$ cat config.mk
export PLATFORM = sky130hd
export DESIGN_NAME = sprite_frame_sequencer_unit
export DESIGN_NICKNAME = d
export VERILOG_FILES = /design/src/sv/sfs_pkg.sv /design/src/sv/sfs_div.sv /design/src/sv/sprite_frame_sequencer_unit.sv
export VERILOG_INCLUDE_DIRS = /design/src /design/src/sv
export SDC_FILE = /design/constraint.sdc
export NUM_CORES = 1
export LEC_CHECK = 0
export BUFFER_PORTS_ARGS = -buffer_cell sky130_fd_sc_hd__buf_2
export CORE_MARGIN = 2
export CORE_UTILIZATION = 60
export DETAILED_ROUTE_END_ITERATION = 10
export PLACE_DENSITY_LB_ADDON = 0.3
export SYNTH_ARGS = -nofsm -noshare
export SYNTH_HDL_FRONTEND = slang
export SYNTH_SLANG_ARGS = --single-unit
$ cat constraint.sdc
create_clock -name i_clk -period 19.7 [get_ports i_clk]
set_clock_uncertainty 0.2 [all_clocks]
set_input_delay 1.97 -clock i_clk [delete_from_list [all_inputs] [get_ports i_clk]]
set_output_delay 1.97 -clock i_clk [all_outputs]
set_load 0.005 [all_outputs]
$ cat src/sv/sprite_frame_sequencer_unit_macros.svh
// Assertion macros for the sprite frame sequencer.
// Included by the top level; needs a clock and an active-low reset in scope.
`ifndef SPRITE_FRAME_SEQUENCER_UNIT_MACROS_SVH
`define SPRITE_FRAME_SEQUENCER_UNIT_MACROS_SVH

// Same-cycle implication, disabled while reset is held
`define SFS_ASSERT_NOW(label, clk, rst_n, ante, cons, msg) \
    label: assert property (@(posedge clk) disable iff (!rst_n) (ante) |-> (cons)) \
        else $error(msg);

// Next-cycle implication, disabled while reset is held
`define SFS_ASSERT_NEXT(label, clk, rst_n, ante, cons, msg) \
    label: assert property (@(posedge clk) disable iff (!rst_n) (ante) |=> (cons)) \
        else $error(msg);

`endif

$ cat src/sv/sfs_pkg.sv
// Shared types and constants for the sprite frame sequencer.
// No dependencies; imported by sfs_div and the top level.
`timescale 1ns / 1ps

package sfs_pkg;

    // Field widths
    localparam int PERIOD_W = 24;
    localparam int COUNT_W  = 9;
    localparam int PIX_W    = 12;
    localparam int FRAME_W  = 8;
    localparam int DELTA_W  = 16;
    localparam int SY_W     = 25;
    localparam int CFG_IDX_W = 3;
    localparam int CFG_DATA_W = 24;

    // Divider operand width: start_frame + frame needs 13 bits
    localparam int DIV_W   = 13;
    localparam int DIV_CNT_W = 4;

    localparam logic [PERIOD_W-1:0] TIMER_MAX = 24'hFFFFFF;
    localparam logic [COUNT_W-1:0]  MAX_COUNT = 9'd256;

    // Configuration register indexes
    localparam logic [CFG_IDX_W-1:0] CFG_FRAME_PERIOD = 3'd0;
    localparam logic [CFG_IDX_W-1:0] CFG_FRAME_COUNT  = 3'd1;
    localparam logic [CFG_IDX_W-1:0] CFG_LOOP_ENABLE  = 3'd2;
    localparam logic [CFG_IDX_W-1:0] CFG_START_FRAME  = 3'd3;
    localparam logic [CFG_IDX_W-1:0] CFG_SHEET_WIDTH  = 3'd4;
    localparam logic [CFG_IDX_W-1:0] CFG_CELL_WIDTH   = 3'd5;
    localparam logic [CFG_IDX_W-1:0] CFG_CELL_HEIGHT  = 3'd6;

    // Divider request from the sequencer
    typedef struct packed {
        logic             start;
        logic [DIV_W-1:0] dividend;
        logic [DIV_W-1:0] divisor;
    } t_div_req;

    // Divider status and result
    typedef struct packed {
        logic             busy;
        logic             done;
        logic [DIV_W-1:0] quotient;
        logic [DIV_W-1:0] remainder;
    } t_div_stat;

endpackage

$ cat src/sv/sfs_div.sv
// Radix-2 restoring divider, one quotient bit per cycle.
// Depends on sfs_pkg for widths and the request/status structs.
`timescale 1ns / 1ps

module sfs_div
    import sfs_pkg::*;
(
    input  logic      i_clk,
    input  logic      i_rst_n,
    input  t_div_req  i_req,
    output t_div_stat o_stat
);

    logic [DIV_W:0]     r_rem;
    logic [DIV_W-1:0]   r_quo;
    logic [DIV_W-1:0]   r_divisor;
    logic [DIV_CNT_W-1:0] r_cnt;
    logic               r_busy;
    logic               r_done;

    logic [DIV_W:0] w_shift;
    logic [DIV_W:0] w_diff;

    // Trial subtract of the shifted partial remainder
    always_comb begin
        w_shift = {r_rem[DIV_W-1:0], r_quo[DIV_W-1]};
        w_diff  = w_shift - {1'b0, r_divisor};
    end

    always_ff @(posedge i_clk) begin
        if (!i_rst_n) begin
            r_busy <= 1'b0;
            r_done <= 1'b0;
            r_cnt  <= '0;
        end else begin
            r_done <= 1'b0;
            if (i_req.start && !r_busy) begin
                r_busy    <= 1'b1;
                r_cnt     <= DIV_CNT_W'(DIV_W);
                r_quo     <= i_req.dividend;
                r_divisor <= i_req.divisor;
                r_rem     <= '0;
            end else if (r_busy) begin
                if (w_diff[DIV_W]) begin
                    r_rem <= w_shift;
                    r_quo <= {r_quo[DIV_W-2:0], 1'b0};
                end else begin
                    r_rem <= w_diff;
                    r_quo <= {r_quo[DIV_W-2:0], 1'b1};
                end
                r_cnt <= r_cnt - 1'b1;
                if (r_cnt == DIV_CNT_W'(1)) begin
                    r_busy <= 1'b0;
                    r_done <= 1'b1;
                end
            end
        end
    end

    assign o_stat.busy      = r_busy;
    assign o_stat.done      = r_done;
    assign o_stat.quotient  = r_quo;
    assign o_stat.remainder = r_rem[DIV_W-1:0];

endmodule

$ cat src/sv/sprite_frame_sequencer_unit.sv
// Each accepted tick runs a timer update, two divides on the shared divider, two
// shared-multiplier steps, a divider start and an output load; the per-row divide is
// skipped when the cell width is zero.
// A new tick is accepted only once the previous one has reached the output register; a
// result not yet taken from the output register stalls the next tick at its load.
// Reset (synchronous, active low): timer 0, frame 0, playing, registers to defaults.
`timescale 1ns / 1ps
`include "sprite_frame_sequencer_unit_macros.svh"

module sprite_frame_sequencer_unit
    import sfs_pkg::*;
(
    input  logic                  i_clk,
    input  logic                  i_rst_n,
    // configuration write port
    input  logic                  i_cfg_we,
    input  logic [CFG_IDX_W-1:0]  i_cfg_index,
    input  logic [CFG_DATA_W-1:0] i_cfg_data,
    // tick input
    input  logic                  i_in_valid,
    output logic                  o_in_ready,
    input  logic [DELTA_W-1:0]    i_delta_time,
    // result output
    output logic                  o_out_valid,
    input  logic                  i_out_ready,
    output logic [FRAME_W-1:0]    o_frame_index,
    output logic                  o_playing,
    output logic [PIX_W-1:0]      o_source_x,
    output logic [SY_W-1:0]       o_source_y
);

    typedef enum logic [3:0] {
        S_IDLE,
        S_UPD,
        S_WAIT_ROW,
        S_DIV_POS,
        S_WAIT_POS,
        S_MUL_X,
        S_MUL_Y,
        S_OUT
    } t_state;

    // Configuration registers
    logic [PERIOD_W-1:0] r_frame_period;
    logic [COUNT_W-1:0]  r_frame_count;
    logic                r_loop_enable;
    logic [PIX_W-1:0]    r_start_frame;
    logic [PIX_W-1:0]    r_sheet_width;
    logic [PIX_W-1:0]    r_cell_width;
    logic [PIX_W-1:0]    r_cell_height;

    // Animation state and working registers
    t_state              r_state, n_state;
    logic [PERIOD_W-1:0] r_elapsed, n_elapsed;
    logic [FRAME_W-1:0]  r_frame, n_frame;
    logic                r_play, n_play;
    logic [DELTA_W-1:0]  r_delta;
    logic [PIX_W-1:0]    r_per_row, n_per_row;
    logic [DIV_W-1:0]    r_col, n_col;
    logic [DIV_W-1:0]    r_row, n_row;
    logic [PIX_W-1:0]    r_sx, n_sx;
    logic [SY_W-1:0]     r_sy, n_sy;

    // Output register
    logic                r_out_valid, n_out_valid;
    logic [FRAME_W-1:0]  r_o_frame, n_o_frame;
    logic                r_o_play, n_o_play;
    logic [PIX_W-1:0]    r_o_sx, n_o_sx;
    logic [SY_W-1:0]     r_o_sy, n_o_sy;

    t_div_req  w_div_req;
    t_div_stat w_div_stat;

    logic [SY_W-1:0]     w_mul_a;
    logic [SY_W-1:0]     w_mul_b;
    logic [SY_W-1:0]     w_mul_p;

    logic [PERIOD_W:0]   w_sum;
    logic [PERIOD_W-1:0] w_sat;
    logic [COUNT_W-1:0]  w_count;
    logic [COUNT_W-1:0]  w_next;
    logic [DIV_W-1:0]    w_global;
    logic                w_in_acc;

    assign w_in_acc = i_in_valid && o_in_ready;

    // Configuration writes; out-of-range indexes are dropped
    always_ff @(posedge i_clk) begin
        if (!i_rst_n) begin
            r_frame_period <= PERIOD_W'(1000);
            r_frame_count  <= COUNT_W'(1);
            r_loop_enable  <= 1'b1;
            r_start_frame  <= '0;
            r_sheet_width  <= PIX_W'(256);
            r_cell_width   <= PIX_W'(32);
            r_cell_height  <= PIX_W'(32);
        end else if (i_cfg_we) begin
            case (i_cfg_index)
                CFG_FRAME_PERIOD: r_frame_period <= i_cfg_data[PERIOD_W-1:0];
                CFG_FRAME_COUNT:  r_frame_count  <= i_cfg_data[COUNT_W-1:0];
                CFG_LOOP_ENABLE:  r_loop_enable  <= i_cfg_data[0];
                CFG_START_FRAME:  r_start_frame  <= i_cfg_data[PIX_W-1:0];
                CFG_SHEET_WIDTH:  r_sheet_width  <= i_cfg_data[PIX_W-1:0];
                CFG_CELL_WIDTH:   r_cell_width   <= i_cfg_data[PIX_W-1:0];
                CFG_CELL_HEIGHT:  r_cell_height  <= i_cfg_data[PIX_W-1:0];
                default: ;
            endcase
        end
    end

    // Timer add with saturation and effective frame count
    always_comb begin
        w_sum = {1'b0, r_elapsed} + {{(PERIOD_W+1-DELTA_W){1'b0}}, r_delta};
        w_sat = w_sum[PERIOD_W] ? TIMER_MAX : w_sum[PERIOD_W-1:0];
        if (r_frame_count == '0) begin
            w_count = COUNT_W'(1);
        end else if (r_frame_count > MAX_COUNT) begin
            w_count = MAX_COUNT;
        end else begin
            w_count = r_frame_count;
        end
        w_next   = {1'b0, r_frame} + COUNT_W'(1);
        w_global = {1'b0, r_start_frame} + {{(DIV_W-FRAME_W){1'b0}}, r_frame};
    end

    // Shared multiplier: column by cell width, then row by cell height
    always_comb begin
        if (r_state == S_MUL_Y) begin
            w_mul_a = SY_W'(r_row);
            w_mul_b = SY_W'(r_cell_height);
        end else begin
            w_mul_a = SY_W'(r_col);
            w_mul_b = SY_W'(r_cell_width);
        end
        w_mul_p = w_mul_a * w_mul_b;
    end

    // Divider requests: sheet/cell for per-row, then global index/per-row
    always_comb begin
        w_div_req.start    = 1'b0;
        w_div_req.dividend = {1'b0, r_sheet_width};
        w_div_req.divisor  = {1'b0, r_cell_width};
        if (r_state == S_UPD && r_cell_width != '0) begin
            w_div_req.start = 1'b1;
        end else if (r_state == S_DIV_POS) begin
            w_div_req.start    = 1'b1;
            w_div_req.dividend = w_global;
            w_div_req.divisor  = {1'b0, r_per_row};
        end
    end

    sfs_div u_div (
        .i_clk  (i_clk),
        .i_rst_n(i_rst_n),
        .i_req  (w_div_req),
        .o_stat (w_div_stat)
    );

    // Sequencer next-state logic
    always_comb begin
        n_state     = r_state;
        n_elapsed   = r_elapsed;
        n_frame     = r_frame;
        n_play      = r_play;
        n_per_row   = r_per_row;
        n_col       = r_col;
        n_row       = r_row;
        n_sx        = r_sx;
        n_sy        = r_sy;
        n_out_valid = r_out_valid && !i_out_ready;
        n_o_frame   = r_o_frame;
        n_o_play    = r_o_play;
        n_o_sx      = r_o_sx;
        n_o_sy      = r_o_sy;
        case (r_state)
            S_IDLE: begin
                if (w_in_acc) begin
                    n_state = S_UPD;
                end
            end
            S_UPD: begin
                if (r_play) begin
                    if (w_sat >= r_frame_period) begin
                        n_elapsed = '0;
                        if (w_next >= w_count) begin
                            if (r_loop_enable) begin
                                n_frame = '0;
                            end else begin
                                n_frame = FRAME_W'(w_count - COUNT_W'(1));
                                n_play  = 1'b0;
                            end
                        end else begin
                            n_frame = w_next[FRAME_W-1:0];
                        end
                    end else begin
                        n_elapsed = w_sat;
                    end
                end
                if (r_cell_width == '0) begin
                    n_per_row = PIX_W'(1);
                    n_state   = S_DIV_POS;
                end else begin
                    n_state = S_WAIT_ROW;
                end
            end
            S_WAIT_ROW: begin
                if (w_div_stat.done) begin
                    n_per_row = (w_div_stat.quotient == '0) ? PIX_W'(1)
                                                            : w_div_stat.quotient[PIX_W-1:0];
                    n_state   = S_DIV_POS;
                end
            end
            S_DIV_POS: begin
                n_state = S_WAIT_POS;
            end
            S_WAIT_POS: begin
                if (w_div_stat.done) begin
                    n_col   = w_div_stat.remainder;
                    n_row   = w_div_stat.quotient;
                    n_state = S_MUL_X;
                end
            end
            S_MUL_X: begin
                n_sx    = w_mul_p[PIX_W-1:0];
                n_state = S_MUL_Y;
            end
            S_MUL_Y: begin
                n_sy    = w_mul_p;
                n_state = S_OUT;
            end
            S_OUT: begin
                // load only when the output register is free this cycle
                if (!r_out_valid || i_out_ready) begin
                    n_out_valid = 1'b1;
                    n_o_frame   = r_frame;
                    n_o_play    = r_play;
                    n_o_sx      = r_sx;
                    n_o_sy      = r_sy;
                    n_state     = S_IDLE;
                end
            end
            default: begin
                n_state = S_IDLE;
            end
        endcase
    end

    // State and registered outputs
    always_ff @(posedge i_clk) begin
        if (!i_rst_n) begin
            r_state     <= S_IDLE;
            r_elapsed   <= '0;
            r_frame     <= '0;
            r_play      <= 1'b1;
            r_out_valid <= 1'b0;
        end else begin
            r_state     <= n_state;
            r_elapsed   <= n_elapsed;
            r_frame     <= n_frame;
            r_play      <= n_play;
            r_out_valid <= n_out_valid;
        end
        if (w_in_acc) begin
            r_delta <= i_delta_time;
        end
        r_per_row <= n_per_row;
        r_col     <= n_col;
        r_row     <= n_row;
        r_sx      <= n_sx;
        r_sy      <= n_sy;
        r_o_frame <= n_o_frame;
        r_o_play  <= n_o_play;
        r_o_sx    <= n_o_sx;
        r_o_sy    <= n_o_sy;
    end

    assign o_in_ready    = (r_state == S_IDLE);
    assign o_out_valid   = r_out_valid;
    assign o_frame_index = r_o_frame;
    assign o_playing     = r_o_play;
    assign o_source_x    = r_o_sx;
    assign o_source_y    = r_o_sy;

    // Checks
    `SFS_ASSERT_NEXT(a_busy_after_accept, i_clk, i_rst_n, w_in_acc, !o_in_ready, "ready after accept")
    `SFS_ASSERT_NOW(a_div_done_waited, i_clk, i_rst_n, w_div_stat.done, (r_state == S_WAIT_ROW || r_state == S_WAIT_POS), "divide result unclaimed")
    `SFS_ASSERT_NEXT(a_stop_sticks, i_clk, i_rst_n, !r_play, !r_play, "play resumed without reset")

endmodule
==> results_tabular.tex <==
\begin{tabular}{lr}
\hline
Metric & Value \\
\hline
\multicolumn{2}{l}{\textbf{Worst hold path}} \\
\quad Worst min-delay path startpoint & r\_sx[1]\$\_DFFE\_PP\_ \\
\quad Hold Path Depth & 0 \\
\quad HP Class & flop to flop \\
\multicolumn{2}{l}{\textbf{Power}} \\
\quad Power density cells & around 100 mW/mm\^{}2 \\
\quad Worst IR drop on VDD & roughly 110 uV \\
\quad Part of the power in combinational logic & between 30\% and 40\% \\
\quad Design internal power & around 1.4 mW \\
\quad Switching power total & $\sim$750 uW \\
\quad P\_leak & 9.03 nW \\
\quad Switching portion of total power & 34.6\% \\
\quad Part of the total power dissipated in the clock network & between 20\% and 30\% \\
\quad Portion of total power attributed to sequential cells & just under 40\% \\
\multicolumn{2}{l}{\textbf{Clock tree}} \\
\quad Number of post-CTS setup repair buffers & 0 \\
\quad Clock slew at reported path FFs & 0.06 ns \\
\quad Hold-fix buffer count after cts & 0 \\
\quad TritonCTS clock tree & yes \\
\quad CTS H-tree depth & 2 \\
\quad Buffers from clock root to sink, at most & 3 \\
\quad Library cell used as clock root buffer & clkbuf\_16 \\
\quad Post-cts repair resize count & 0 \\
\quad Worst-Skew Late Latency & 0.53 ns \\
\quad Num Clock Sinks & 300 \\
\quad Clock buffer count from CTS & 34 \\
\multicolumn{2}{l}{\textbf{GRT}} \\
\quad Largest net degree at the start of global routing & 58 \\
\quad Overall Global Routing Usage & roughly 28\% \\
\quad Antenna violations before repair & 0 \\
\quad Overall overflow remaining after global route & 0 \\
\quad Via count of the first global-routing pass & 13,871 \\
\quad First-pass GRT wire length & 71,900 um \\
\multicolumn{2}{l}{\textbf{Die}} \\
\quad Initial cell density of the core & between 60\% and 70\% \\
\quad Height of the die & around 180 um \\
\quad Die Area & 0.0331 mm\^{}2 \\
\quad Horizontal extent of the die & 182 um \\
\quad Core region area & roughly 0.031 mm\^{}2 \\
\quad Top Ports & between 90 and 100 \\
\quad Count of standard-cell rows & 65 \\
\multicolumn{2}{l}{\textbf{Routing}} \\
\quad Via density per instance & a little under 6 \\
\quad Total wirelength of the detailed-routed design & about 45,000 um \\
\quad Overall via count from detail\_route & about 14,000 \\
\quad DRC marker count from the first detailed-route iteration & slightly above 1,000 \\
\quad Remaining design rule violation count & 0 \\
\quad Detail Route Antenna Nets & 0 \\
\quad Wirelength per Cell & around 18 um \\
\quad Number of iterations in the first detailed-routing pass & 7 \\
\multicolumn{2}{l}{\textbf{STA}} \\
\quad Share of the clock period used by the worst path & $\sim$39\% \\
\quad Worst relative slew slack & 25.8\% \\
\quad Final Hold Fails & 0 \\
\quad Achievable frequency & 131 MHz \\
\quad Measured slew at the worst slew-check pin & 1.11 ns \\
\quad Final setup violating endpoints & 0 \\
\quad Post-route setup TNS & 0 ns \\
\quad Final max-slew violation count & 0 \\
\quad Unrepaired setup endpoints after global routing & false \\
\quad Min cycle time layout & about 7.6 ns \\
\multicolumn{2}{l}{\textbf{Setup path}} \\
\quad CP bufs+invs & 2 \\
\quad Slowest cell on the critical path & mux2i\_1 \\
\quad Max FO, Critical Path & 42 \\
\quad Length in cells of the worst reg-to-reg path & 20 \\
\quad Cell occurring most often along the worst timing path & fa\_1 \\
\quad Critical path class & flop to flop \\
\quad Startpoint of the lowest-slack register-to-register path & r\_state[1]\$\_SDFFE\_PN0P\_ \\
\quad Critical Path, Cell by Cell & nor2b\_1 > nand2\_2 > mux2i\_1 > nor2\_1 > fa\_1 > fa\_1 > fa\_1 > fa\_1 > inv\_1 > fa\_1 > inv\_1 > ha\_1 > a21o\_1 > a211o\_1 > a31oi\_1 > o21ai\_1 > and2\_1 > o21a\_1 > o41a\_1 > xor2\_1 \\
\quad Timing endpoint of the critical path & r\_sy[21]\$\_DFFE\_PP\_ \\
\quad Slack of the worst reg-to-reg path & about 12 ns \\
\quad Sort of element at the start of the critical path & flop \\
\quad Worst r2r dst & r\_sy[21]\$\_DFFE\_PP\_ \\
\quad Crit end category & flop \\
\quad Arrival time at the worst endpoint & around 7.7 ns \\
\quad CP Launch Point & r\_state[1]\$\_SDFFE\_PN0P\_ \\
\quad Critical Path RT & 19.77 ns \\
\quad Critical path's top delay family & adder cells \\
\quad Path length in cells of the critical path & 20 \\
\quad Biggest cell delay along the critical path & about 0.72 ns \\
\multicolumn{2}{l}{\textbf{Logic synthesis}} \\
\quad Synthesized netlist cell count & just under 2,000 \\
\quad Post-Synth Adder-Cell Area & a little over a fifth \\
\quad Flip-flop and latch count after synthesis & 300 \\
\quad Compound-cell area share of the yosys netlist & between 10\% and 20\% \\
\quad Proportion of synthesized chip area in sequential cells & between 40\% and 50\% \\
\quad Yosys synthesis warning count & 0 \\
\quad Fraction of the mapped netlist area in simple logic gates & between 10\% and 20\% \\
\quad Total nets after synthesis & 2,250 \\
\quad Multiplexer share of the synthesized area & between 3 and 4\% \\
\quad Predominant post-synthesis flop cell & edfxtp\_1 \\
\quad Dominant combinational cell family by area after synthesis & adder cells \\
\quad Xor-xnor portion of the synthesized cell area & between 2 and 2.5\% \\
\quad Mapped Area & roughly 0.019 mm\^{}2 \\
\quad Syn Area/Cell & 9.72 um\^{}2 \\
\quad Count of cell types in the netlist & 70 \\
\quad Post-synthesis async set-or-reset flop share & 0\% \\
\quad Number of enable flip-flop cells after synthesis & about 180 \\
\multicolumn{2}{l}{\textbf{Cells and area}} \\
\quad Count of filler cells inserted in the layout & $\sim$2,400 \\
\quad Final design instance area without fill & between 0.02 and 0.025 mm\^{}2 \\
\quad Fraction of layout cells with a size suffix above 1 & between 10\% and 20\% \\
\quad Final \#Nets & roughly 2,300 \\
\quad Final instance count without filler cells & about 2,500 \\
\quad Area overhead of the layout relative to synthesis & 10.0\% \\
\quad Inserted Diodes & 0 \\
\multicolumn{2}{l}{\textbf{Run}} \\
\quad Number of max-capacitance violations reported & 0 \\
\multicolumn{2}{l}{\textbf{Place}} \\
\quad Estimated wirelength of the detail-placed design & approximately 33,000 um \\
\quad Weighted congestion reported at the end of routability-driven placement & roughly 0.92 \\
\quad Post-place instance area & between 0.015 and 0.02 mm\^{}2 \\
\quad Number of buffers added on ports & 95 \\
\quad Number of placed instances with taps included & 2,398 \\
\multicolumn{2}{l}{\textbf{Run status}} \\
\quad Status & finished, final reports clean \\
\hline
\end{tabular}
registers in the layout (all words and copies together), names as in the netlist, 13 cells and up:
register	flops
o_source_y	25
r_col	13
r_delta	16
r_elapsed	24
r_frame_period	24
r_row	13
r_sy	25
u_div.r_quo	13
u_div.r_rem	13
layer usage:
layer	part of all wire [%]	global-route usage, %
met5	0	0
met1	43	37.6
met4	4.0	10.8
met2	47	45.5
met3	6.0	3.39
worst min path at each step:
| stage | endpoint | slack (ns) |
|---|---|---|
| 4_1_cts | o_source_y[5]$_DFFE_PP_ | 0.22 |
| 3_5_place_dp | o_source_y[10]$_DFFE_PP_ | 0.20 |
| 3_3_place_gp | o_source_y[21]$_DFFE_PP_ | 0.20 |
| 5_1_grt | o_source_x[5]$_DFFE_PP_ | 0.22 |
| 2_1_floorplan | o_source_x[0]$_DFFE_PP_ | 0.20 |
| 6_report | o_source_x[1]$_DFFE_PP_ | 0.22 |
logic make-up (layout without fill, tap and decap cells):
kind of cell | after synthesis | after routing
buffers and inverters | 283 | 386
AND/OR/NAND/NOR | 683 | 683
flip-flops | 300 | 300
XOR/XNOR | 51 | 51
AO/OA/AOI/OAI | 329 | 329
multiplexers | 58 | 58
adder cells (fa/ha/maj) | 249 | 249
worst reg2reg max path: stages, from the launching register on:
cell	delay, ns
dfxtp_1	0.54
nor2b_1	0.28
nand2_2	0.60
mux2i_1	0.73
nor2_1	0.16
fa_1	0.60
fa_1	0.46
fa_1	0.53
fa_1	0.56
inv_1	0.06
fa_1	0.53
inv_1	0.04
ha_1	0.35
a21o_1	0.21
a211o_1	0.30
a31oi_1	0.24
o21ai_1	0.14
and2_1	0.20
o21a_1	0.19
o41a_1	0.32
xor2_1	0.14
synth_stat cells, types with 15 or more instances:
master / number / area, um^2
mux2i_1: 29 / 290
nor3_1: 28 / 140
fa_1: 113 / 2260
mux2_2: 29 / 327
xor2_1: 16 / 140
a22o_1: 16 / 140
ha_1: 136 / 1700
a211oi_1: 15 / 113
nor2_1: 115 / 432
nand3_1: 40 / 200
edfxtp_1: 175 / 5260
a21oi_1: 148 / 741
nand2_1: 355 / 1330
and2_1: 34 / 213
and3_1: 19 / 119
inv_1: 220 / 826
dfxtp_1: 125 / 2500
nor2b_1: 22 / 138
xnor2_1: 35 / 307
o21ai_0: 47 / 235
clkbuf_1: 51 / 191
power groups by stage:
| stage | Sequential (mW) | Clock (mW) | Combinational [mW] |
|---|---|---|---|
| finish | 0.841 | 0.611 | 0.711 |
| global route | 0.849 | 0.645 | 0.799 |
| CTS | 0.839 | 0.619 | 0.709 |
| detailed placement | 0.851 | 0 | 0.704 |
| global placement | 0.848 | 0 | 0.674 |
| floorplan | 0.821 | 0 | 0.553 |
per-stage QoR:
stage               utilization, %  total power, mW  worst slack, ns  hold slack, ns
finish                        66.7             2.16            12.05           0.216
global route                  66.7             2.29            11.69           0.225
CTS                           66.7             2.17            12.10           0.218
detailed placement            63.2             1.56            12.09           0.205
global placement              63.2             1.52            12.30           0.201
floorplan                        -             1.37            12.99           0.200
cell usage in the layout (no fill, tap or decap), drive strengths merged, types with 23 or more instances in the layout:
cell,n
xnor2,35
a21oi,148
nor2b,23
edfxtp,175
o21ai,54
nand3,41
nor2,115
ha,136
inv,225
mux2,29
fa,113
and2,34
nor3,29
mux2i,29
nand2,361
clkbuf,49
dfxtp,125
buf,105
layout make-up:
type,instances,area (um^2),area share (%)
multi-input cells,1370,10200,48.6
flip-flops and latches,300,7760,37.2
clock buffers,49,981,4.70
inverters,221,830,3.97
repair buffers,105,551,2.64
well taps,402,503,2.41
clock inverters,11,101,0.485
No activity file was read; power rests on OpenSTA's default activity.
